==> config.mk <==
export PLATFORM = sky130hd
export DESIGN_NAME = gepc_seq
export DESIGN_NICKNAME = d
export VERILOG_FILES = /design/src/gepc_pkg.sv /design/src/gepc_seq.sv
export SDC_FILE = /design/constraint.sdc
export NUM_CORES = 1
export LEC_CHECK = 0
export ABC_AREA = 1
export BUFFER_PORTS_ARGS = -buffer_cell sky130_fd_sc_hd__buf_2
export CAP_MARGIN = 0
export CORE_MARGIN = 2
export CORE_UTILIZATION = 55
export DETAILED_ROUTE_END_ITERATION = 6
export GPL_TIMING_DRIVEN = 0
export MAX_ROUTING_LAYER = met4
export PLACE_DENSITY_LB_ADDON = 0.1
export SYNTH_ARGS = -nofsm -noshare
export SYNTH_HDL_FRONTEND = slang
export SYNTH_SLANG_ARGS = --single-unit
==> constraint.sdc <==
create_clock -name clk -period 3.6 [get_ports clk]
set_input_delay 0 -clock clk [delete_from_list [all_inputs] [get_ports clk]]
set_output_delay 0 -clock clk [all_outputs]
set_load 0.05 [all_outputs]
==> src/gepc_pkg.sv <==
package gepc_pkg;

  localparam int MAX_DIM   = 64;
  localparam int MAX_MOVES = 64;
  localparam int DIM_W     = $clog2(MAX_DIM);
  localparam int DIMC_W    = DIM_W + 1;
  localparam int MOVE_W    = $clog2(MAX_MOVES + 1);
  localparam int CNT_W     = 30;
  localparam int ADDR_W    = 1 + 2 * DIM_W;

  localparam logic [CNT_W-1:0] EXIT_MOD = 30'd1000000007;

  typedef logic [DIM_W-1:0]  dim_t;
  typedef logic [DIMC_W-1:0] dimc_t;
  typedef logic [MOVE_W-1:0] move_t;
  typedef logic [CNT_W-1:0]  cnt_t;
  typedef logic [ADDR_W-1:0] addr_t;

  typedef enum logic [2:0] {
    PH_CENTER = 3'd0,
    PH_RIGHT  = 3'd1,
    PH_DOWN   = 3'd2,
    PH_LEFT   = 3'd3,
    PH_UP     = 3'd4
  } phase_t;

  typedef struct packed {
    logic   clear;
    logic   valid;
    phase_t phase;
    logic   outside;
    logic   first;
    logic   synth;
    dim_t   row;
    dim_t   col;
    logic   wbank;
  } acc_ctl_t;

  // Both operands are below the modulus, so one conditional subtract suffices.
  function automatic cnt_t add_mod(cnt_t a, cnt_t b);
    logic [CNT_W:0] s;
    s = {1'b0, a} + {1'b0, b};
    if (s >= {1'b0, EXIT_MOD}) begin
      s = s - {1'b0, EXIT_MOD};
    end
    return s[CNT_W-1:0];
  endfunction

endpackage

==> src/gepc_seq.sv <==
module gepc_seq import gepc_pkg::*; (
  input  logic                clk,
  input  logic                rst_n,
  input  logic                start,
  input  logic [6:0]          in_rows,
  input  logic [6:0]          in_cols,
  input  logic [6:0]          in_move_limit,
  input  logic [5:0]          in_start_row,
  input  logic [5:0]          in_start_col,
  output logic                busy,
  output logic                done,
  output logic                bad,
  output acc_ctl_t            ctl,
  output addr_t               raddr
);

  typedef enum logic [3:0] {
    S_IDLE = 4'b0001,
    S_RUN  = 4'b0010,
    S_GAP  = 4'b0100,
    S_DONE = 4'b1000
  } state_t;

  state_t state_r, state_nxt;
  dimc_t  rows_r, rows_nxt, cols_r, cols_nxt;
  move_t  moves_r, moves_nxt, move_r, move_nxt;
  dim_t   srow_r, srow_nxt, scol_r, scol_nxt;
  dim_t   row_r, row_nxt, col_r, col_nxt;
  phase_t phase_r, phase_nxt;
  logic   bank_r, bank_nxt;
  logic   bad_r, bad_nxt;

  dimc_t  rows_sat, cols_sat;
  move_t  moves_sat;
  logic   req_bad;
  logic   last_col, last_row;
  dim_t   nrow, ncol;
  logic   outside;

  assign rows_sat  = (int'(in_rows) > MAX_DIM) ? dimc_t'(MAX_DIM) : dimc_t'(in_rows);
  assign cols_sat  = (int'(in_cols) > MAX_DIM) ? dimc_t'(MAX_DIM) : dimc_t'(in_cols);
  assign moves_sat = (int'(in_move_limit) > MAX_MOVES) ? move_t'(MAX_MOVES)
                                                       : move_t'(in_move_limit);
  assign req_bad   = (dimc_t'(in_start_row) >= rows_sat) ||
                     (dimc_t'(in_start_col) >= cols_sat);

  assign last_col = (dimc_t'(col_r) + dimc_t'(1)) == cols_r;
  assign last_row = (dimc_t'(row_r) + dimc_t'(1)) == rows_r;

  always_comb begin
    nrow    = row_r;
    ncol    = col_r;
    outside = 1'b0;
    case (phase_r)
      PH_RIGHT: begin
        ncol    = dim_t'(col_r + 1'b1);
        outside = last_col;
      end
      PH_DOWN: begin
        nrow    = dim_t'(row_r + 1'b1);
        outside = last_row;
      end
      PH_LEFT: begin
        ncol    = dim_t'(col_r - 1'b1);
        outside = (col_r == '0);
      end
      PH_UP: begin
        nrow    = dim_t'(row_r - 1'b1);
        outside = (row_r == '0);
      end
      default: begin
        outside = 1'b0;
      end
    endcase
  end

  always_comb begin
    state_nxt = state_r;
    rows_nxt  = rows_r;
    cols_nxt  = cols_r;
    moves_nxt = moves_r;
    move_nxt  = move_r;
    srow_nxt  = srow_r;
    scol_nxt  = scol_r;
    row_nxt   = row_r;
    col_nxt   = col_r;
    phase_nxt = phase_r;
    bank_nxt  = bank_r;
    bad_nxt   = bad_r;
    unique case (state_r)
      S_IDLE: begin
        if (start) begin
          rows_nxt  = rows_sat;
          cols_nxt  = cols_sat;
          moves_nxt = moves_sat;
          srow_nxt  = dim_t'(in_start_row);
          scol_nxt  = dim_t'(in_start_col);
          move_nxt  = '0;
          row_nxt   = '0;
          col_nxt   = '0;
          phase_nxt = PH_CENTER;
          bank_nxt  = 1'b0;
          bad_nxt   = req_bad;
          if (req_bad || (moves_sat == '0)) begin
            state_nxt = S_DONE;
          end else begin
            state_nxt = S_RUN;
          end
        end
      end
      S_RUN: begin
        case (phase_r)
          PH_CENTER: phase_nxt = PH_RIGHT;
          PH_RIGHT:  phase_nxt = PH_DOWN;
          PH_DOWN:   phase_nxt = PH_LEFT;
          PH_LEFT:   phase_nxt = PH_UP;
          default: begin
            phase_nxt = PH_CENTER;
            if (last_col) begin
              col_nxt = '0;
              if (last_row) begin
                row_nxt   = '0;
                state_nxt = S_GAP;
              end else begin
                row_nxt = dim_t'(row_r + 1'b1);
              end
            end else begin
              col_nxt = dim_t'(col_r + 1'b1);
            end
          end
        endcase
      end
      S_GAP: begin
        // The last write of a move lands here, before the next move reads it back.
        if (move_t'(move_r + 1'b1) == moves_r) begin
          state_nxt = S_DONE;
        end else begin
          move_nxt  = move_t'(move_r + 1'b1);
          bank_nxt  = ~bank_r;
          state_nxt = S_RUN;
        end
      end
      S_DONE: begin
        state_nxt = S_IDLE;
      end
      default: begin
        state_nxt = S_IDLE;
      end
    endcase
  end

  always_ff @(posedge clk) begin
    if (!rst_n) begin
      state_r <= S_IDLE;
      move_r  <= '0;
      row_r   <= '0;
      col_r   <= '0;
      phase_r <= PH_CENTER;
      bank_r  <= 1'b0;
      bad_r   <= 1'b0;
    end else begin
      state_r <= state_nxt;
      move_r  <= move_nxt;
      row_r   <= row_nxt;
      col_r   <= col_nxt;
      phase_r <= phase_nxt;
      bank_r  <= bank_nxt;
      bad_r   <= bad_nxt;
    end
  end

  always_ff @(posedge clk) begin
    rows_r  <= rows_nxt;
    cols_r  <= cols_nxt;
    moves_r <= moves_nxt;
    srow_r  <= srow_nxt;
    scol_r  <= scol_nxt;
  end

  assign busy = (state_r != S_IDLE);
  assign done = (state_r == S_DONE);
  assign bad  = bad_r;

  assign ctl.clear   = (state_r == S_IDLE) && start;
  assign ctl.valid   = (state_r == S_RUN);
  assign ctl.phase   = phase_r;
  assign ctl.outside = outside;
  assign ctl.first   = (move_r == '0);
  assign ctl.synth   = (nrow == srow_r) && (ncol == scol_r);
  assign ctl.row     = row_r;
  assign ctl.col     = col_r;
  assign ctl.wbank   = ~bank_r;

  assign raddr = {bank_r, nrow, ncol};

endmodule

# Word-level counts from Yosys, hierarchy flattened
# Cells that the tools add are included.
totals:
  word_cells: 92
  input_bits: 36
  reg_bits: 61
  output_inout_bits: 37
classes:
  n_lt_le_gt_ge: 5
  n_eq_ne: 19
  reduce_logical: 18
  add_sub_neg: 7
  n_mux: 30
  n_bitwise: 1
op_table:
  columns: ["cell", "n"]
  rows:
  - ["6-bit case mux with 2 select lines", 4]
  - ["6-bit two-way mux", 6]
  - ["7-bit two-way mux", 5]
  - ["4-bit two-way mux", 6]
  - ["7-bit equality test", 3]
  - ["7-bit greater-than comparator, second input constant", 3]
  - ["6-bit by 1-bit adder with 7-bit output, second input constant", 2]
  - ["6-bit by 7-bit >= comparator with 1-bit output", 2]
  - ["7-bit zero test", 2]
  - ["7-bit case mux with 2 select lines", 1]
  - ["6-bit by 1-bit adder with 6-bit output, second input constant", 2]
  - ["6-bit equality test", 2]
  - ["6-bit zero test", 2]
  - ["3-bit case mux with 4 select lines", 1]
  - ["4-bit case mux with 3 select lines", 1]
  - ["6-bit by 1-bit subtractor with 6-bit output, second input constant", 2]
  - ["4-bit AND reduction", 2]
  - ["7-bit by 1-bit adder with 7-bit output, second input constant", 1]
  - ["3-bit by 2-bit equality test with 1-bit output, second input constant", 2]
  - ["2-bit inequality test, second input constant", 3]
  - ["3-bit case mux with 2 select lines", 1]
  - ["3-bit AND reduction", 2]
  - ["4-bit by 1-bit equality test with 1-bit output, second input constant", 1]
  - ["4-bit by 2-bit equality test with 1-bit output, second input constant", 1]
  - ["other kinds (17)", 23]

# Longest topological paths before layout
depth:
  ltp_word: 8
  mapped_depth: 18
  ltp_nobuf: 18

# Worst setup path after synthesis
# OpenSTA, ideal clock, no wires.
synth_path:
  path_type: "register to register"
  startpoint: "reg state_r[0]"
  endpoint: "reg col_r[0]"
  slack_ns: -0.183
  arrival_time_ns: 3.661
  setup_time_ns: 0.122
  path_stages_with_launch: 10
  synth_period_minus_slack_ns: 3.783
  path_cell_list: "dfxtp_1 -> inv_1 -> nor3_4 -> inv_1 -> nor2_1 -> inv_1 -> nand2_1 -> nand2_1 -> o21ai_0 -> a21oi_1"
synth_between:
  elab_chain_len: 3
  word_cells_on_any_way: 7
  classes_between: "eq/ne: 4; mux: 1; reduce/logical: 2"
synth_lines:
  columns: ["item", "line", "rtl"]
  rows:
  - ["start, declared", "gepc_seq.sv:24", "state_t state_r, state_nxt;"]
  - ["start signal, assigned", "gepc_seq.sv:162", "state_r <= state_nxt;"]
  - ["4-bit by 1-bit equality test with 1-bit output / 4-bit by 2-bit equality test with 1-bit output (equally long branches)", "gepc_seq.sv:90", "unique case (state_r)"]
  - ["2-bit inequality test (no source line) / 2-bit nonzero test (equally long branches)", null, null]
  - ["3-bit AND reduction (no source line)", null, null]
  - ["end signal, assigned", "gepc_seq.sv:165", "col_r <= col_nxt;"]
  - ["end, declared", "gepc_seq.sv:28", "dim_t row_r, row_nxt, col_r, col_nxt;"]
# Parallel ways exist; a longest one is shown, timed or not.
# A chain may end at the register's enable or synchronous reset.

# Worst setup path in the final report
layout_path:
  startpoint: "reg col_r[0]"
  endpoint: "out ctl[15] (netlist name)"
layout_between:
  elab_chain_len: 3
  word_cells_on_any_way: 4
  classes_between: "add/sub: 1; eq/ne: 1; mux: 1; reduce/logical: 1"
layout_lines:
  columns: ["item", "line", "rtl"]
  rows:
  - ["6-bit by 1-bit adder with 7-bit output", "gepc_seq.sv:47", "assign last_col = (dimc_t'(col_r) + dimc_t'(1)) == cols_r;"]
  - ["7-bit equality test", "gepc_seq.sv:47", null]
  - ["1-bit case mux with 4 select lines *", "gepc_seq.sv:54", "case (phase_r)"]
  - ["end, declared", "gepc_seq.sv:13", "output acc_ctl_t ctl,"]
# Mark *: on every way between the ends. The rest lies on a longest branch, timed or not.

==> metrics.cfg <==
[clock_network]
ctsHoldBuffers = 31
clock_path_buffers = 2
cts_buffers = 9
cts_tree = done
clk_latency_ns = 0.35
cts_max_level = 3
post_cts_buffers = 0
root_buffer = clkbuf_8
clock_sinks = 61
cts_resized = 0
cts.reportedPaths.clkPinSlew_ns = 0.07

[yosys]
syn_nets = 658
synth_cell_types = 38
synthFlopType = edfxtp_1
yosysSeqAreaShare = 0.366
syn_inst = 603
netlist_area_um2 = 4240
synthArstFlopShare = 0
synth_edf_count = 33
yosysWarnings = 0
synth_seq_cells = 61
syn_area_per_cell_um2 = 7.03

[pwr]
netSwitchingPower_mw = 1.26
p_sw_frac = 0.423
p_int_mw = 1.72
p_seq_frac = 0.336
powerDensity_nw_per_um2 = 563
cellLeakagePower_nw = 2.62
clockPowerShare = 0.226
ir_drop_mv = 0.246
combPwrFrac = 0.437

[timing]
maxSlewViolCount = 0
max_slew.worst_pin.slew_ns = 0.498
setup-violations-final = 0
fmax_ghz = 0.368
fin_skew_ns = 0.00620
worst_slack_ns = 0.885
grt_setup_unrepaired = false
hold_violations = 0
setup_tns_ns = 0
fin_crit_sh = 0.754
hold_ws_ns = 0.0189
fin_crit_ns = 2.71
maxSlewHeadroom = 0.668

[die]
ioPinCount = 73
start_util = 0.558
die_w_um = 91.8
row_count = 32
core_area_um2 = 7610
die_y_um = 91.8
dieArea_um2 = 8430

[routing]
viasPerCell = 5.25
firstDrtPassIters = 6
ant_nets = 0
drcViolationCount = 0
routedWlPerCell_um = 13.1
dr_total_vias = 4324
routed_wl_um = 10800
drt_iter0_drc = 370

[critical_path]
critPathMostFrequentCell = nand2_1
path_class = reg -> out
cp_slowest_cell = dfxtp_1
cp.required_ns = 3.60
cp_cell_sequence = inv_2, ha_1, xnor2_1, nand2_1, nor2_1, nand2_1, nor2_2, nand3_2, o221ai_1, buf_4, buf_2
path_buf_inv = 3
critPathCaptureType = output port
critPathArrivalTime_ns = 2.71
reg2reg_slack_ns = 1.14
crit_family = buffers and inverters
worst_setup_path_start_kind = flip-flop
startpoint = col_r[0]
critPathMaxFanout = 7
r2r_start = col_r[0]
worst_path_largest_cell_delay_ns = 0.51

[layout]
layout_commonest_cell = nand2_1
nNetsFinal = 772
syn_to_final_growth_pct = 24.5
fin_area_um2 = 5280
final_cell_mix = nand2_1, inv_1, buf_2, nor2_1, nand3_1
fillers = 634
drive_gt1_frac = 0.176
diodes = 0

[global_route]
grt_overflow = 0
grt_max_degree = 37
grt_pass1_vias = 4118
antenna_found_initial = 0
grt_usage = 0.278
grt_pass1_wl_um = 18200

[place]
port_buffers = 71
place_area_um2 = 4750
gp_congestion = 0.931
place_ws_ns = 1.24
dp_hpwl_um = 7900

[worst_hold_path]
hold_start = in_rows[0]
hp-class = in -> reg

[run]
maxCapViolCount = 0

[outcome]
status = finished, final reports clean

-- cell families (layout without fill, tap and decap cells) --
group                      count (synthesis)  in the layout  synth area share
and+or+nand+nor                          330            330             0.357
DFF                                       61             61             0.366
adders and majority gates                 19             19            0.0560
xor gates and xnor gates                  18             18            0.0372
AOI/OAI and AO/OA                         53             53            0.0687
buffers and inverters                    122            241             0.115
-- per-layer routing --
metal / share of wire / vias up / track usage / wire length [µm]
li1: - / 2171 / - / -
met1: 0.42 / 1959 / 0.329 / 4540
met2: 0.49 / 169 / 0.478 / 5330
met3: 0.061 / 25 / 0.0362 / 655
met4: 0.027 / 0 / 0.118 / 295
met5: 0 / - / - / 0
-- worst register-to-register path, cell delays in order, from the launching register on --
cell	delay [ns]
dfxtp_1	0.51
inv_2	0.14
ha_1	0.41
xnor2_1	0.20
nand2_1	0.08
nor2_1	0.12
nand2_1	0.09
nor2_2	0.10
nand3_2	0.13
nand2_2	0.13
nand3_2	0.10
buf_6	0.16
o21ai_1	0.12
nor2_1	0.05
-- state kept, by name, indices dropped and copies added, names as in the netlist --
signal,count
bank_r,1
move_r,7
cols_r,7
row_r,6
scol_r,6
rows_r,7
moves_r,7
state_r,4
phase_r,3
bad,1
col_r,6
srow_r,6
-- final timing paths --
check,endpoint,depth (start not counted)
hold / removal,rows_r[0],3
setup reg to reg,row_r[1],13
setup / recovery,ctl[15],11
hold reg to reg,bank_r,2
-- Yosys cell counts, types with 2 or more instances --
cell,count,share of area
a21oi_1,26,0.031
buf_2,6,0.0071
buf_4,4,0.0071
clkbuf_1,5,0.0044
clkinv_1,2,0.0018
dfxtp_1,28,0.13
edfxtp_1,33,0.23
ha_1,19,0.056
inv_1,98,0.087
inv_2,5,0.0044
nand2_1,152,0.13
nand2_2,9,0.013
nand3_1,55,0.065
nand3_2,5,0.012
nand3b_1,10,0.018
nand4_1,19,0.028
nor2_1,60,0.053
nor2_2,3,0.0044
nor3_1,7,0.0083
nor3_4,2,0.0077
nor4_1,2,0.0029
o211ai_1,4,0.0071
o21ai_0,12,0.014
o21ai_1,6,0.0071
or2_0,2,0.0029
xnor2_1,7,0.014
xor2_1,11,0.023
-- cell type report --
type | count | area, µm² | area share
inverter | 105 | 394 | 0.0746
timing repair buffer | 103 | 686 | 0.130
clock buffer | 13 | 180 | 0.0341
buffer | 17 | 95.1 | 0.0180
clock inverter | 3 | 40.0 | 0.00758
sequential | 61 | 1550 | 0.294
multi-input combinational | 420 | 2210 | 0.418
tap | 102 | 128 | 0.0242
-- metrics by stage --
step	instances	utilization	power, mW
3_3_place_gp	776	0.621	2.22
4_1_cts	824	0.694	2.98
5_1_grt	824	0.694	3.18
6_report	824	0.694	2.97
2_1_floorplan	603	-	1.97
3_5_place_dp	777	0.625	2.28
-- power by group through the flow --
stage	Combinational (mW)	Clock, mW	Sequential, mW
floorplan	0.892	0	1.08
global placement	1.21	0	1.01
detailed placement	1.26	0	1.01
CTS	1.30	0.684	0.998
global route	1.44	0.713	1.02
finish	1.30	0.673	1.00
Power figures use the tool's default switching activity.
