## config.mk

```make
export PLATFORM = sky130hd
export DESIGN_NAME = gepc_acc
export DESIGN_NICKNAME = d
export VERILOG_FILES = /design/src/gepc_pkg.sv /design/src/gepc_acc.sv
export SDC_FILE = /design/constraint.sdc
export NUM_CORES = 1
export LEC_CHECK = 0
export BUFFER_PORTS_ARGS = -buffer_cell sky130_fd_sc_hd__buf_2
export CORE_ASPECT_RATIO = 0.9
export CORE_MARGIN = 2
export CORE_UTILIZATION = 25
export DETAILED_ROUTE_END_ITERATION = 8
export PLACE_DENSITY = 0.39
export SYNTH_ARGS = -nofsm -noshare
export SYNTH_HDL_FRONTEND = slang
export SYNTH_SLANG_ARGS = --single-unit
```

## constraint.sdc

```tcl
create_clock -name clk -period 8.3 [get_ports clk]
set_input_delay 1.66 -clock clk [delete_from_list [all_inputs] [get_ports clk]]
set_output_delay 1.66 -clock clk [all_outputs]
set_load 0.01 [all_outputs]
```

## src/gepc_pkg.sv

```systemverilog
package gepc_pkg;

  localparam int MAX_DIM   = 64;
  localparam int MAX_MOVES = 64;
  localparam int DIM_W     = $clog2(MAX_DIM);
  localparam int DIMC_W    = DIM_W + 1;
  localparam int MOVE_W    = $clog2(MAX_MOVES + 1);
  localparam int CNT_W     = 30;
  localparam int ADDR_W    = 1 + 2 * DIM_W;

  localparam logic [CNT_W-1:0] EXIT_MOD = 30'd1000000007;

  typedef logic [DIM_W-1:0]  dim_t;
  typedef logic [DIMC_W-1:0] dimc_t;
  typedef logic [MOVE_W-1:0] move_t;
  typedef logic [CNT_W-1:0]  cnt_t;
  typedef logic [ADDR_W-1:0] addr_t;

  typedef enum logic [2:0] {
    PH_CENTER = 3'd0,
    PH_RIGHT  = 3'd1,
    PH_DOWN   = 3'd2,
    PH_LEFT   = 3'd3,
    PH_UP     = 3'd4
  } phase_t;

  typedef struct packed {
    logic   clear;
    logic   valid;
    phase_t phase;
    logic   outside;
    logic   first;
    logic   synth;
    dim_t   row;
    dim_t   col;
    logic   wbank;
  } acc_ctl_t;

  // Both operands are below the modulus, so one conditional subtract suffices.
  function automatic cnt_t add_mod(cnt_t a, cnt_t b);
    logic [CNT_W:0] s;
    s = {1'b0, a} + {1'b0, b};
    if (s >= {1'b0, EXIT_MOD}) begin
      s = s - {1'b0, EXIT_MOD};
    end
    return s[CNT_W-1:0];
  endfunction

endpackage

```

## src/gepc_acc.sv

```systemverilog
module gepc_acc import gepc_pkg::*; (
  input  logic     clk,
  input  logic     rst_n,
  input  acc_ctl_t ctl,
  input  cnt_t     rdata,
  output logic     wen,
  output addr_t    waddr,
  output cnt_t     wdata,
  output cnt_t     exit_total
);

  acc_ctl_t ctl_q_r;
  cnt_t     center_r, center_nxt;
  cnt_t     sum_r, sum_nxt;
  cnt_t     exit_r, exit_nxt;
  cnt_t     val;
  cnt_t     sum_add;

  // The first move has no stored counts: only the start cell holds one walk.
  assign val     = ctl_q_r.first ? cnt_t'(ctl_q_r.synth) : rdata;
  assign sum_add = add_mod(sum_r, val);

  always_comb begin
    center_nxt = center_r;
    sum_nxt    = sum_r;
    exit_nxt   = exit_r;
    if (ctl.clear) begin
      exit_nxt = '0;
    end else if (ctl_q_r.valid) begin
      case (ctl_q_r.phase)
        PH_CENTER: begin
          center_nxt = val;
          sum_nxt    = '0;
        end
        default: begin
          if (ctl_q_r.outside) begin
            exit_nxt = add_mod(exit_r, center_r);
          end else begin
            sum_nxt = sum_add;
          end
        end
      endcase
    end
  end

  always_ff @(posedge clk) begin
    if (!rst_n) begin
      ctl_q_r <= '0;
    end else begin
      ctl_q_r <= ctl;
    end
  end

  always_ff @(posedge clk) begin
    if (!rst_n) begin
      exit_r <= '0;
    end else begin
      exit_r <= exit_nxt;
    end
  end

  always_ff @(posedge clk) begin
    center_r <= center_nxt;
    sum_r    <= sum_nxt;
  end

  assign wen        = ctl_q_r.valid && (ctl_q_r.phase == PH_UP);
  assign waddr      = {ctl_q_r.wbank, ctl_q_r.row, ctl_q_r.col};
  assign wdata      = sum_nxt;
  assign exit_total = exit_r;

endmodule

```

# After elaboration in Yosys (flattened, before gate mapping)
# Cells that the tools add are included.
# totals
reg_bits	110
latchBits	0
mem_bits_rw	0
mem_bits_ro	0
in_bits	53
out_inout_bits	74
word_cells	33
mem_count	0
# classes
n_addsub	4
n_mul	0
div_mod_pow	0
n_lt_le_gt_ge	2
eq_ne	1
n_shift	0
mux	7
bitwise_logic	3
reduce_logical	5
# ops
op	n
$mux W30	7
$add A30 B30 Y31	2
$ge A31 B30 Y1 const B	2
$sub A30 B30 Y30 const B	2
$reduce_and A3 Y1	2
$eq A3 B3 Y1 const B	1
$logic_not A3 Y1	1
$not A1 Y1	3
$reduce_or A2 Y1	1
$logic_and A1 B1 Y1	1

# Logic depth before layout (Yosys ltp)
# Gate-level depths: netlist of the first run.
# logic_depth
depth_word	8
ltp_mapped	18
mapped_depth_nobuf	16

# Worst setup path after synthesis of the first run
# No wires, ideal clock.
# synth_path
path_kind	input -> output
start	input port rdata[0]
end	output port wdata[12]
t_arrival_ps	5508
t_required_ps	6640
setup_slack_ps	1132
cell_stages	17
n_path_buf	1
path_cell_list	mux2_2 > ha_1 > inv_1 > fa_1 > nor2b_4 > o2111a_1 > o41a_1 > or3_1 > a21oi_2 > and2b_1 > nand2_1 > or4_4 > a211oi_4 > buf_6 > o21ai_1 > xnor2_1 > o21ai_0
# synth_between
elab_chain_len	8
word_cells_on_any_way	9
classes_between	add/sub: 2; order compare: 1; mux: 6
# synth_lines
element	line	source
from (decl)	gepc_acc.sv:5	input cnt_t rdata,
$mux W30 (*)	gepc_acc.sv:20	assign val = ctl_q_r.first ? cnt_t'(ctl_q_r.synth) : rdata;
$add A30 B30 Y31 (*)	gepc_pkg.sv:42	s = {1'b0, a} + {1'b0, b};
$sub A30 B30 Y30 or $ge A31 B30 Y1 (tied branches)	gepc_pkg.sv:44, gepc_pkg.sv:43	
$mux W30 (*)	gepc_pkg.sv:43	if (s >= {1'b0, EXIT_MOD}) begin
$mux W30 (*)	gepc_acc.sv:36	if (ctl_q_r.outside) begin
$mux W30 (*)	gepc_acc.sv:30	case (ctl_q_r.phase)
$mux W30 (*)	gepc_acc.sv:29	end else if (ctl_q_r.valid) begin
$mux W30 (*)	gepc_acc.sv:27	if (ctl.clear) begin
to (decl)	gepc_acc.sv:8	output cnt_t wdata,
# Mark *: on every way between the ends. The rest lies on a longest branch, timed or not.

# Worst setup path in the final report of the first run
# layout_path
start	input port rdata[0]
end	output port wdata[20]
# layout_between
elab_chain_len	8
word_cells_on_any_way	9
classes_between	add/sub: 2; order compare: 1; mux: 6
# layout_lines
element	line	source
$mux W30 (*)	gepc_acc.sv:20	
net val[0]	gepc_acc.sv:16	cnt_t val;
$add A30 B30 Y31 (*)	gepc_pkg.sv:42	
$sub A30 B30 Y30 or $ge A31 B30 Y1 (tied branches)	gepc_pkg.sv:44, gepc_pkg.sv:43	
$mux W30 (*)	gepc_pkg.sv:43	
$mux W30 (*)	gepc_acc.sv:36	
$mux W30 (*)	gepc_acc.sv:30	
$mux W30 (*)	gepc_acc.sv:29	
$mux W30 (*)	gepc_acc.sv:27	
# The timed path passes the listed nets; every way through them passes the cells marked *.

==> results of run 1 <==
## kinds of logic after synthesis
group           count (synthesis)
simple gates                  447
compound gates                402
flops                         110
buf+inv                        98
xor+xnor                       77
fa+ha+maj                      64
mux                             9
## flip-flops by register name, indices dropped and copies added, names as in the netlist
name / flops
waddr: 13
sum_r: 30
center_r: 30
ctl_q_r: 7
exit_total: 30
## final timing paths
kind | cells after the start | slack (ns) | endpoint
max | 19 | 0.29 | wdata[20]
min | 2 | 0.49 | sum_r[7]
max reg2reg | 19 | 3.03 | sum_r[13]
min reg2reg | 2 | 0.49 | sum_r[7]
## per-stage QoR
stage / hold WS [ns] / worst slack (ns) / total power [mW]
6_report: 0.488 / 0.290 / 2.80
5_1_grt: 0.519 / 0.0178 / 3.01
4_1_cts: 0.485 / 0.268 / 2.81
3_5_place_dp: 0.473 / 0.280 / 2.30
3_3_place_gp: 0.466 / 0.268 / 2.33
2_1_floorplan: 0.485 / 1.13 / 1.84
## timing repair
item                                    CTS  global route
endpoints found under the hold margin     0             0
gates resized for setup                   0             2
endpoints found under the setup margin    0             2
buffers inserted                          0             0
hold buffers                              0             0
## Yosys cell counts, types with 7 or more instances
cell type  instances  area (sq um)
a31oi_1           12          75.1
clkbuf_1          46           173
o21bai_1           7          52.6
nand3_1           38           190
nor3_1            27           135
and3_1            17           106
mux2i_1            8          80.1
a211oi_1          24           180
a21oi_1           95           475
or3_1              9          56.3
buf_2             11          55.1
o21a_1            10          75.1
o31ai_1           12          90.1
inv_1             22          82.6
nand2_1          131           492
a22oi_1            7          52.6
xor2_1            31           272
nor4_1             7          43.8
nor2b_1           35           219
nand2b_1          11          68.8
o21ai_1           27           135
dfxtp_1           80          1600
o211ai_1          13          97.6
xnor2_1           46           403
nand4_1           13          81.3
edfxtp_1          30           901
ha_1              62           776
o21ai_0           78           390
and2_1            35           219
nor2_1            82           308
buf_4             14           105
a21o_1            30           225
## area by class of cell
type,instances,area (sq um)
Clock inverter,6,76.3
Clock buffer,10,229
Timing Repair Buffer,143,771
Fill cell,4087,26600
Multi-Input combinational cell,999,6570
Sequential cell,110,2500
Tap cell,483,604
Inverter,22,82.6
## power by group
group          switching (mW)  internal, mW  total [mW]
sequential             0.0638         0.629       0.692
clock                   0.248         0.241       0.488
combinational            1.00         0.616        1.62
## routing by layer
metal / GRT usage [%] / vias up
met5: 0 / -
met4: 3.06 / 0
met3: 2.34 / 20
met2: 27.1 / 151
met1: 22.6 / 4282
li1: - / 4617
## worst max-delay path, cell delays in order
cell      delay, ns
buf_2          0.10
mux2_2         0.28
ha_1           0.24
inv_1          0.08
fa_1           0.24
nor2b_4        0.07
o2111a_1       0.34
o41a_1         0.42
a21oi_2        0.26
nor3_1         0.10
a211oi_2       0.48
nand3_1        0.34
a311oi_4       0.51
a211oi_4       0.11
buf_4          0.22
nand2b_2       0.27
and3_1         0.20
o31ai_1        0.27
buf_2          0.18
==> flow_results.xml, run 1 <==
<?xml version="1.0" encoding="UTF-8"?>
<metrics>
  <group name="power_and_ir_drop">
    <metric name="power.density_cell_area" unit="nW/um^2">258</metric>
    <metric name="vdd_ir_drop_max" unit="mV">0.116</metric>
    <metric name="power_leakage" unit="nW">4.50</metric>
  </group>
  <group name="place">
    <metric name="post_placement_cell_area" unit="sq um">10500</metric>
    <metric name="place_hpwl" unit="mm">26.4</metric>
    <metric name="placed_instance_count" unit="">1757</metric>
    <metric name="port_buffers" unit="">126</metric>
    <metric name="globalplace.congestion" unit="">0.889</metric>
  </group>
  <group name="critical_path">
    <metric name="worst-endpoint-required" unit="ns">6.64</metric>
    <metric name="worst_setup_path_end_kind" unit="">output pin</metric>
    <metric name="crit_path_start" unit="">rdata[0]</metric>
    <metric name="critical_path.max_fanout" unit="">18</metric>
    <metric name="cp-start-kind" unit="">input port</metric>
    <metric name="crit_arrival" unit="ns">6.35</metric>
    <metric name="r2r-start" unit="">ctl_q_r[14]</metric>
    <metric name="setup.worst_path.class" unit="">in -&gt; out</metric>
  </group>
  <group name="synthesis">
    <metric name="postSynth.asyncResetShare" unit="%">0</metric>
    <metric name="synth-edff-count" unit="">30</metric>
    <metric name="mappedNetlistArea" unit="sq um">9500</metric>
    <metric name="synthesis.nets" unit="">1324</metric>
    <metric name="synth-compound-area-share" unit="%">28.2</metric>
    <metric name="synth_cell_type_count" unit="">95</metric>
    <metric name="synth.mux.area_fraction" unit="%">0.962</metric>
    <metric name="yosys_most_used_dff" unit="">dfxtp_1</metric>
    <metric name="synth_simple_gate_area_share" unit="%">24.0</metric>
    <metric name="post_synthesis_sequential_area_ratio" unit="%">26.3</metric>
    <metric name="combinational_family_with_the_most_area_after_synthesis" unit="">compound AO/OA/AOI/OAI gates</metric>
    <metric name="synth_xor_xnor_area_share" unit="%">7.10</metric>
    <metric name="synthesized_area_fraction_occupied_by_adder_cells" unit="%">8.59</metric>
    <metric name="synthesis.area_per_instance" unit="sq um">7.87</metric>
    <metric name="synth_seq_cells" unit="">110</metric>
    <metric name="synth.yosys.warnings" unit="">0</metric>
    <metric name="synthesis.instances" unit="">1207</metric>
  </group>
  <group name="clocking">
    <metric name="cts.htree.levels" unit="">3</metric>
    <metric name="cts_root_buf" unit="">clkbuf_16</metric>
    <metric name="number_of_buffers_added_by_the_clock_tree_synthesis_step" unit="">9</metric>
    <metric name="clk_pin_slew" unit="ns">0.08</metric>
    <metric name="clkSinkCount" unit="">110</metric>
    <metric name="tritoncts_clock_tree" unit="">built</metric>
    <metric name="max-clock-path-buffers" unit="">2</metric>
    <metric name="clk_latency" unit="ns">0.39</metric>
  </group>
  <group name="sta">
    <metric name="totalNegativeSetupSlack" unit="ns">0</metric>
    <metric name="max_slew_margin" unit="%">38.2</metric>
    <metric name="setup_viol_count_final" unit="">0</metric>
    <metric name="final.period_utilization" unit="%">96.5</metric>
    <metric name="period_minus_slack" unit="ns">8.01</metric>
    <metric name="timing_max_transition_violations_final" unit="">0</metric>
    <metric name="grt_setup_unrepaired" unit="">false</metric>
    <metric name="clock.fmax" unit="GHz">0.125</metric>
    <metric name="worst_slew_pin_slew" unit="ns">0.924</metric>
    <metric name="timing_hold_violations_final" unit="">0</metric>
    <metric name="finClkSkew" unit="ns">0.0124</metric>
  </group>
  <group name="grt">
    <metric name="wire_length_of_the_first_global_routing_pass" unit="mm">50.0</metric>
    <metric name="grt_max_degree" unit="">37</metric>
    <metric name="number_of_global_route_vias_before_repair" unit="">8640</metric>
    <metric name="overflow" unit="">0</metric>
    <metric name="antenna_found_initial" unit="">0</metric>
    <metric name="gr-usage-all-layers" unit="%">16.3</metric>
  </group>
  <group name="cells_and_area">
    <metric name="finalInstanceArea" unit="sq um">10800</metric>
    <metric name="synthToLayoutAreaGrowth" unit="%">14.0</metric>
    <metric name="n_antenna_cell" unit="">0</metric>
    <metric name="post_route_cells_drive_above_1_share" unit="%">15.1</metric>
    <metric name="final-instance-count-excl-fill" unit="">1773</metric>
    <metric name="most-common-layout-cells" unit="">nand2_1, buf_2, a21oi_1, nor2_1, dfxtp_1</metric>
    <metric name="layout_commonest_cell" unit="">nand2_1</metric>
    <metric name="num-nets-final" unit="">1402</metric>
    <metric name="postLayoutCoreUtil" unit="%">29.0</metric>
  </group>
  <group name="floorplanning">
    <metric name="chipHeight" unit="um">189</metric>
    <metric name="top_level_ports" unit="">127</metric>
    <metric name="start_util" unit="%">25.4</metric>
    <metric name="die-area" unit="sq um">39600</metric>
    <metric name="placeableCoreArea" unit="sq um">37400</metric>
    <metric name="die-width" unit="um">209</metric>
    <metric name="fp-row-count" unit="">67</metric>
  </group>
  <group name="drt">
    <metric name="dr_wl_met3" unit="mm">1.01</metric>
    <metric name="postRouteAntennaNets" unit="">0</metric>
    <metric name="highest-signal-layer" unit="">met4</metric>
    <metric name="detail_route.wl_per_cell" unit="um">18.4</metric>
    <metric name="detail_route.wirelength" unit="mm">32.6</metric>
    <metric name="routed-wl-met2" unit="mm">15.1</metric>
    <metric name="m1WireLength" unit="mm">16.1</metric>
    <metric name="drc_errors" unit="">0</metric>
    <metric name="first_pass_iters" unit="">5</metric>
    <metric name="initialDrtViolationCount" unit="">512</metric>
    <metric name="routed_via_density" unit="">5.12</metric>
    <metric name="vias" unit="">9070</metric>
  </group>
  <group name="hold_path">
    <metric name="min-delay-path-class" unit="">reg -&gt; reg</metric>
    <metric name="min_from" unit="">sum_r[7]</metric>
  </group>
  <group name="outcome">
    <metric name="status" unit="">finished clean</metric>
  </group>
  <group name="job">
    <metric name="maxCapViolCount" unit="">0</metric>
  </group>
</metrics>
Power figures use the tool's default switching activity.
==> run 2: changes to the inputs <==
ABC_AREA = 1   (was not set)
CELL_PAD_IN_SITES_DETAIL_PLACEMENT = 1   (was not set)
CELL_PAD_IN_SITES_GLOBAL_PLACEMENT = 1   (was not set)
CORE_MARGIN = 4   (was 2)
PLACE_DENSITY = 0.53   (was 0.39)
==> flow_results.xml, run 2 <==
<?xml version="1.0" encoding="UTF-8"?>
<metrics>
  <group name="outcome">
    <metric name="status" unit="">finished clean</metric>
  </group>
  <group name="clocking">
    <metric name="number_of_buffers_added_by_the_clock_tree_synthesis_step" unit="">9</metric>
    <metric name="post_cts_buffers" unit="">0</metric>
    <metric name="clk_pin_slew" unit="ns">0.09</metric>
    <metric name="cts.htree.levels" unit="">3</metric>
    <metric name="cts_root_buf" unit="">clkbuf_16</metric>
    <metric name="cts.repair.resized" unit="">0</metric>
    <metric name="clk_latency" unit="ns">0.40</metric>
    <metric name="cts_hold_repair.buffers" unit="">0</metric>
    <metric name="clkSinkCount" unit="">110</metric>
    <metric name="max-clock-path-buffers" unit="">2</metric>
    <metric name="tritoncts_clock_tree" unit="">built</metric>
  </group>
  <group name="sta">
    <metric name="timing_max_transition_violations_final" unit="">0</metric>
    <metric name="setup_viol_count_final" unit="">0</metric>
    <metric name="timing_hold_violations_final" unit="">0</metric>
    <metric name="finClkSkew" unit="ns">0.0128</metric>
    <metric name="worst_slew_pin_slew" unit="ns">0.916</metric>
    <metric name="grt_setup_unrepaired" unit="">false</metric>
    <metric name="period_minus_slack" unit="ns">7.56</metric>
    <metric name="max_slew_margin" unit="%">38.9</metric>
    <metric name="final.period_utilization" unit="%">91.1</metric>
    <metric name="hold_slack" unit="ns">0.505</metric>
    <metric name="totalNegativeSetupSlack" unit="ns">0</metric>
    <metric name="clock.fmax" unit="GHz">0.132</metric>
  </group>
  <group name="power_and_ir_drop">
    <metric name="power_leakage" unit="nW">7.74</metric>
    <metric name="totalPowerFinal" unit="mW">2.68</metric>
    <metric name="vdd_ir_drop_max" unit="mV">0.0976</metric>
    <metric name="power_frac_clock" unit="%">17.9</metric>
    <metric name="power.switching" unit="mW">1.40</metric>
    <metric name="power.combinational.fraction" unit="%">56.6</metric>
    <metric name="cellInternalPower" unit="mW">1.28</metric>
    <metric name="power.density_cell_area" unit="nW/um^2">201</metric>
    <metric name="netSwitchingFraction" unit="%">52.3</metric>
    <metric name="seq_pwr_share" unit="%">25.5</metric>
  </group>
  <group name="grt">
    <metric name="global_route_met3_utilization" unit="%">1.97</metric>
    <metric name="gr-usage-all-layers" unit="%">19.1</metric>
    <metric name="grt_max_degree" unit="">61</metric>
    <metric name="overflow" unit="">0</metric>
    <metric name="number_of_global_route_vias_before_repair" unit="">14000</metric>
    <metric name="met1_usage" unit="%">24.4</metric>
    <metric name="antenna_found_initial" unit="">0</metric>
    <metric name="gr-usage-met2" unit="%">34.3</metric>
    <metric name="wire_length_of_the_first_global_routing_pass" unit="mm">77.1</metric>
    <metric name="globalRoute.busiestLayer" unit="">met2</metric>
  </group>
  <group name="drt">
    <metric name="postRouteAntennaNets" unit="">0</metric>
    <metric name="drc_errors" unit="">0</metric>
    <metric name="initialDrtViolationCount" unit="">492</metric>
    <metric name="routed_via_density" unit="">4.61</metric>
    <metric name="vias" unit="">13400</metric>
    <metric name="first_pass_iters" unit="">4</metric>
    <metric name="detail_route.wl_per_cell" unit="um">16.8</metric>
    <metric name="detail_route.wirelength" unit="mm">49.0</metric>
  </group>
  <group name="critical_path">
    <metric name="critPathSlowestCell" unit="">nand3_2</metric>
    <metric name="critical_path.max_fanout" unit="">45</metric>
    <metric name="crit_arrival" unit="ns">5.90</metric>
    <metric name="cpPeakStageDelay" unit="ns">0.70</metric>
    <metric name="worst_path_dominant_cell_family" unit="">simple AND/OR/NAND/NOR gates</metric>
    <metric name="critical_path.n_buffers_inverters" unit="">4</metric>
    <metric name="worst_setup_path_end_kind" unit="">output pin</metric>
    <metric name="worst-endpoint-required" unit="ns">6.64</metric>
    <metric name="critical-path-top-cell-by-count" unit="">nand2_1</metric>
    <metric name="cp-start-kind" unit="">input port</metric>
    <metric name="setup.worst_path.class" unit="">in -&gt; out</metric>
  </group>
  <group name="cells_and_area">
    <metric name="n_antenna_cell" unit="">0</metric>
    <metric name="synthToLayoutAreaGrowth" unit="%">12.3</metric>
    <metric name="num-nets-final" unit="">2407</metric>
    <metric name="most-common-layout-cells" unit="">nand2_1, inv_1, nor2_1, nand3_1, buf_2</metric>
    <metric name="finalInstanceArea" unit="sq um">13300</metric>
    <metric name="layout_commonest_cell" unit="">nand2_1</metric>
    <metric name="final-instance-count-excl-fill" unit="">2911</metric>
    <metric name="post_route_cells_drive_above_1_share" unit="%">8.67</metric>
    <metric name="nFillCells" unit="">6341</metric>
  </group>
  <group name="synthesis">
    <metric name="synthesis.area_per_instance" unit="sq um">5.41</metric>
    <metric name="postSynth.asyncResetShare" unit="%">0</metric>
    <metric name="synth.top_cells.by_count" unit="">nand2_1, inv_1, nor2_1</metric>
    <metric name="yosys.cell_count.top_type" unit="">nand2_1</metric>
    <metric name="synth_top_area_share" unit="%">27.0</metric>
    <metric name="synth_seq_cells" unit="">110</metric>
    <metric name="post_synthesis_sequential_area_ratio" unit="%">21.1</metric>
    <metric name="synth_cell_type_count" unit="">44</metric>
    <metric name="synth_area_leader_cell" unit="">nand2_1</metric>
    <metric name="mappedNetlistArea" unit="sq um">11900</metric>
    <metric name="synthesis.nets" unit="">2312</metric>
    <metric name="synth.area.top_cells" unit="">nand2_1, dfxtp_1, inv_1</metric>
    <metric name="yosys_most_used_dff" unit="">dfxtp_1</metric>
    <metric name="synth.yosys.warnings" unit="">0</metric>
    <metric name="synthesis.instances" unit="">2195</metric>
    <metric name="synth-edff-count" unit="">30</metric>
  </group>
  <group name="place">
    <metric name="post_placement_cell_area" unit="sq um">13000</metric>
    <metric name="placed_instance_count" unit="">2895</metric>
    <metric name="place_hpwl" unit="mm">41.7</metric>
    <metric name="globalplace.congestion" unit="">0.902</metric>
    <metric name="port_buffers" unit="">126</metric>
  </group>
  <group name="floorplanning">
    <metric name="placeableCoreArea" unit="sq um">46800</metric>
    <metric name="top_level_ports" unit="">127</metric>
    <metric name="chipHeight" unit="um">215</metric>
    <metric name="start_util" unit="%">25.4</metric>
    <metric name="fp-row-count" unit="">75</metric>
    <metric name="die-width" unit="um">238</metric>
    <metric name="die-area" unit="sq um">51100</metric>
  </group>
  <group name="job">
    <metric name="maxCapViolCount" unit="">0</metric>
  </group>
  <group name="hold_path">
    <metric name="min-delay-path-class" unit="">reg -&gt; reg</metric>
  </group>
</metrics>
[run 2: path summary, 6_finish.rpt]
kind	from	end	slack [ns]	cells past startpoint
min reg2reg	sum_r[7]	sum_r[7]	0.50	2
max reg2reg	ctl_q_r[14]	sum_r[20]	3.50	23
max	rdata[0]	wdata[8]	0.74	26
min	sum_r[7]	sum_r[7]	0.50	2
[run 2: worst min-delay path, stage by stage (launching register included)]
cell and delay (ns):
dfxtp_1 0.33, nand2_1 0.07, nand2_1 0.06
[run 2: cell type report]
| type | count | area [sq um] | share of cell area (%) |
|---|---|---|---|
| multi-input combinational | 1674 | 7700 | 57.7 |
| timing repair buffer | 135 | 698 | 5.23 |
| inverter | 360 | 1350 | 10.1 |
| sequential | 110 | 2500 | 18.8 |
| tap | 616 | 771 | 5.78 |
| clock buffer | 9 | 225 | 1.69 |
| clock inverter | 7 | 92.6 | 0.694 |
[run 2: per-layer routing]
| layer | part of all wire, % | vias up |
|---|---|---|
| li1 | - | 6946 |
| met5 | 0 | - |
| met3 | 1.5 | 50 |
| met4 | 2.4 | 0 |
| met1 | 47 | 6330 |
| met2 | 49 | 106 |
[run 2: cell families after synthesis]
| group | synth area share [%] |
|---|---|
| compound gates | 4.96 |
| xor+xnor | 1.25 |
| fa+ha+maj | 6.87 |
| buf+inv | 14.2 |
| flops | 21.1 |
| mux | 0.0948 |
| simple gates | 51.5 |
[run 2: through the flow]
stage,utilization (%),worst slack [ns]
2_1_floorplan,-,2.37
3_3_place_gp,27.8,0.835
3_5_place_dp,27.8,0.754
4_1_cts,28.5,0.732
5_1_grt,28.5,0.169
6_report,28.5,0.738
[run 2: power by group through the flow]
| stage | Clock, mW | Sequential, mW | Combinational [mW] |
|---|---|---|---|
| 6_report | 0.479 | 0.682 | 1.52 |
| 5_1_grt | 0.526 | 0.690 | 1.73 |
| 4_1_cts | 0.510 | 0.682 | 1.53 |
| 3_5_place_dp | 0 | 0.694 | 1.52 |
| 3_3_place_gp | 0 | 0.694 | 1.51 |
| 2_1_floorplan | 0 | 0.656 | 1.07 |
==> run 3: changes to the inputs <==
ABC_AREA = not set   (was 1)
GPL_TIMING_DRIVEN = 0   (was not set)
PLACE_DENSITY = not set   (was 0.53)
PLACE_DENSITY_LB_ADDON = 0.1   (was not set)
==> flow_results.xml, run 3 (synthesis gave the netlist of run 1 again) <==
<?xml version="1.0" encoding="UTF-8"?>
<metrics>
  <group name="place">
    <metric name="dpl_worst_slack" unit="ns">-0.254</metric>
    <metric name="placed_instance_count" unit="">1817</metric>
    <metric name="place_hpwl" unit="mm">30.4</metric>
    <metric name="post_placement_cell_area" unit="sq um">10800</metric>
    <metric name="globalplace.congestion" unit="">0.865</metric>
    <metric name="port_buffers" unit="">126</metric>
  </group>
  <group name="sta">
    <metric name="setup_viol_count_final" unit="">0</metric>
    <metric name="worst_slew_pin_slew" unit="ns">0.858</metric>
    <metric name="max_slew_margin" unit="%">42.4</metric>
    <metric name="period_minus_slack" unit="ns">8.04</metric>
    <metric name="timing_hold_violations_final" unit="">0</metric>
    <metric name="hold_slack" unit="ns">0.478</metric>
    <metric name="timing_max_transition_violations_final" unit="">0</metric>
    <metric name="fin_ws" unit="ns">0.263</metric>
    <metric name="grt_setup_unrepaired" unit="">false</metric>
    <metric name="final.period_utilization" unit="%">96.8</metric>
    <metric name="finClkSkew" unit="ns">0.0157</metric>
    <metric name="clock.fmax" unit="GHz">0.124</metric>
  </group>
  <group name="critical_path">
    <metric name="cp-start-kind" unit="">input port</metric>
    <metric name="worst-endpoint-required" unit="ns">6.64</metric>
    <metric name="critical_path.max_fanout" unit="">7</metric>
    <metric name="crit_arrival" unit="ns">6.38</metric>
    <metric name="setup.worst_path.class" unit="">in -&gt; out</metric>
    <metric name="worst_setup_path_end_kind" unit="">output pin</metric>
  </group>
  <group name="power_and_ir_drop">
    <metric name="power.density_cell_area" unit="nW/um^2">255</metric>
    <metric name="power_leakage" unit="nW">4.67</metric>
    <metric name="vdd_ir_drop_max" unit="mV">0.111</metric>
  </group>
  <group name="floorplanning">
    <metric name="top_level_ports" unit="">127</metric>
    <metric name="die-area" unit="sq um">41200</metric>
    <metric name="die-width" unit="um">213</metric>
    <metric name="placeableCoreArea" unit="sq um">37400</metric>
    <metric name="chipHeight" unit="um">193</metric>
    <metric name="fp-row-count" unit="">67</metric>
    <metric name="start_util" unit="%">25.4</metric>
  </group>
  <group name="drt">
    <metric name="detail_route.wirelength" unit="mm">36.7</metric>
    <metric name="routed_via_density" unit="">5.12</metric>
    <metric name="initialDrtViolationCount" unit="">425</metric>
    <metric name="dr_wl_met3" unit="um">801</metric>
    <metric name="m1WireLength" unit="mm">18.0</metric>
    <metric name="postRouteAntennaNets" unit="">0</metric>
    <metric name="vias" unit="">9428</metric>
    <metric name="detail_route.wl_per_cell" unit="um">19.9</metric>
    <metric name="first_pass_iters" unit="">5</metric>
    <metric name="routed-wl-met2" unit="mm">17.3</metric>
    <metric name="highest-signal-layer" unit="">met4</metric>
    <metric name="drc_errors" unit="">0</metric>
  </group>
  <group name="hold_path">
    <metric name="min-delay-path-class" unit="">reg -&gt; reg</metric>
  </group>
  <group name="grt">
    <metric name="gr-usage-all-layers" unit="%">17.9</metric>
    <metric name="overflow" unit="">0</metric>
    <metric name="grt_max_degree" unit="">24</metric>
    <metric name="wire_length_of_the_first_global_routing_pass" unit="mm">57.1</metric>
    <metric name="antenna_found_initial" unit="">2</metric>
    <metric name="number_of_global_route_vias_before_repair" unit="">9699</metric>
  </group>
  <group name="clocking">
    <metric name="max-clock-path-buffers" unit="">2</metric>
    <metric name="cts_root_buf" unit="">clkbuf_16</metric>
    <metric name="cts.htree.levels" unit="">3</metric>
    <metric name="tritoncts_clock_tree" unit="">built</metric>
    <metric name="clk_pin_slew" unit="ns">0.09</metric>
    <metric name="number_of_buffers_added_by_the_clock_tree_synthesis_step" unit="">9</metric>
    <metric name="clkSinkCount" unit="">110</metric>
    <metric name="clk_latency" unit="ns">0.40</metric>
    <metric name="cts_hold_repair.buffers" unit="">0</metric>
  </group>
  <group name="cells_and_area">
    <metric name="synthToLayoutAreaGrowth" unit="%">17.7</metric>
    <metric name="postLayoutCoreUtil" unit="%">29.9</metric>
    <metric name="num-nets-final" unit="">1469</metric>
    <metric name="layout_commonest_cell" unit="">buf_2</metric>
    <metric name="post_route_cells_drive_above_1_share" unit="%">16.3</metric>
    <metric name="finalInstanceArea" unit="sq um">11200</metric>
    <metric name="final-instance-count-excl-fill" unit="">1843</metric>
    <metric name="most-common-layout-cells" unit="">buf_2, nand2_1, a21oi_1, nor2_1, dfxtp_1</metric>
  </group>
  <group name="job">
    <metric name="maxCapViolCount" unit="">0</metric>
  </group>
  <group name="outcome">
    <metric name="status" unit="">finished clean</metric>
  </group>
</metrics>
-- run 3: cell types whose count changed in the layout (fill, tap and decap cells not counted), moves of 33 or more --
cell / change
nor2_1: -241
inv_1: -328
a21oi_1: +42
nand3_1: -167
xnor2_1: +39
nand2_1: -725
clkbuf_1: +46
and2_1: +33
o21ai_0: +42
nor2b_1: +35
-- run 3: metal layers --
| layer | up-vias | GRT usage [%] |
|---|---|---|
| met5 | - | 0 |
| met4 | 0 | 4.36 |
| met3 | 32 | 2.52 |
| met2 | 108 | 30.0 |
| met1 | 4553 | 24.5 |
| li1 | 4735 | - |
-- run 3: what timing repair did --
item,CTS,global route
setup buffers,7,0
setup endpoints to repair,10,14
pin swaps,2,0
resized for setup,2,9
-- run 3: cell type report --
cell class	instances	area (sq um)
plain buffers	76	369
inverters	22	82.6
diodes	3	7.51
fillers	4606	26200
multi-input cells	999	6600
repair buffers	134	698
clock buffers	9	225
clock inverters	7	93.8
flip-flops and latches	110	2500
well taps	483	604
-- run 3: stage by stage --
stage	power [mW]	TNS [ns]
CTS	2.86	0
global placement	2.33	-0.798
floorplan	1.84	0
finish	2.85	0
detailed placement	2.33	-0.802
global route	3.10	0
-- run 3: worst max-delay path, cell delays in order --
cell and delay [ns]:
buf_2 0.09, mux2_2 0.31, ha_1 0.26, inv_1 0.09
fa_1 0.25, nor2b_4 0.07, o2111a_1 0.32, o41a_1 0.42
or3_1 0.41, a21oi_2 0.23, and2b_1 0.22, nand2_1 0.07
or4_4 0.53, a211oi_4 0.33, buf_4 0.19, buf_4 0.11
o211ai_1 0.09, xor2_1 0.19, o21ai_0 0.31, buf_2 0.20
-- run 3: path summary, 6_finish.rpt --
check / startpoint / to / slack (ns) / cells past startpoint
setup / recovery: rdata[0] / wdata[19] / 0.26 / 20
hold / removal: sum_r[7] / sum_r[7] / 0.48 / 2
setup reg to reg: ctl_q_r[14] / sum_r[19] / 2.78 / 19
hold reg to reg: sum_r[7] / sum_r[7] / 0.48 / 2
-- run 3: where the power goes --
| group | switching [mW] | leakage (nW) | internal [mW] |
|---|---|---|---|
| sequential | 0.0576 | 0.932 | 0.629 |
| clock | 0.264 | 0.154 | 0.220 |
| combinational | 1.05 | 3.59 | 0.627 |
| total | 1.37 | 4.67 | 1.48 |
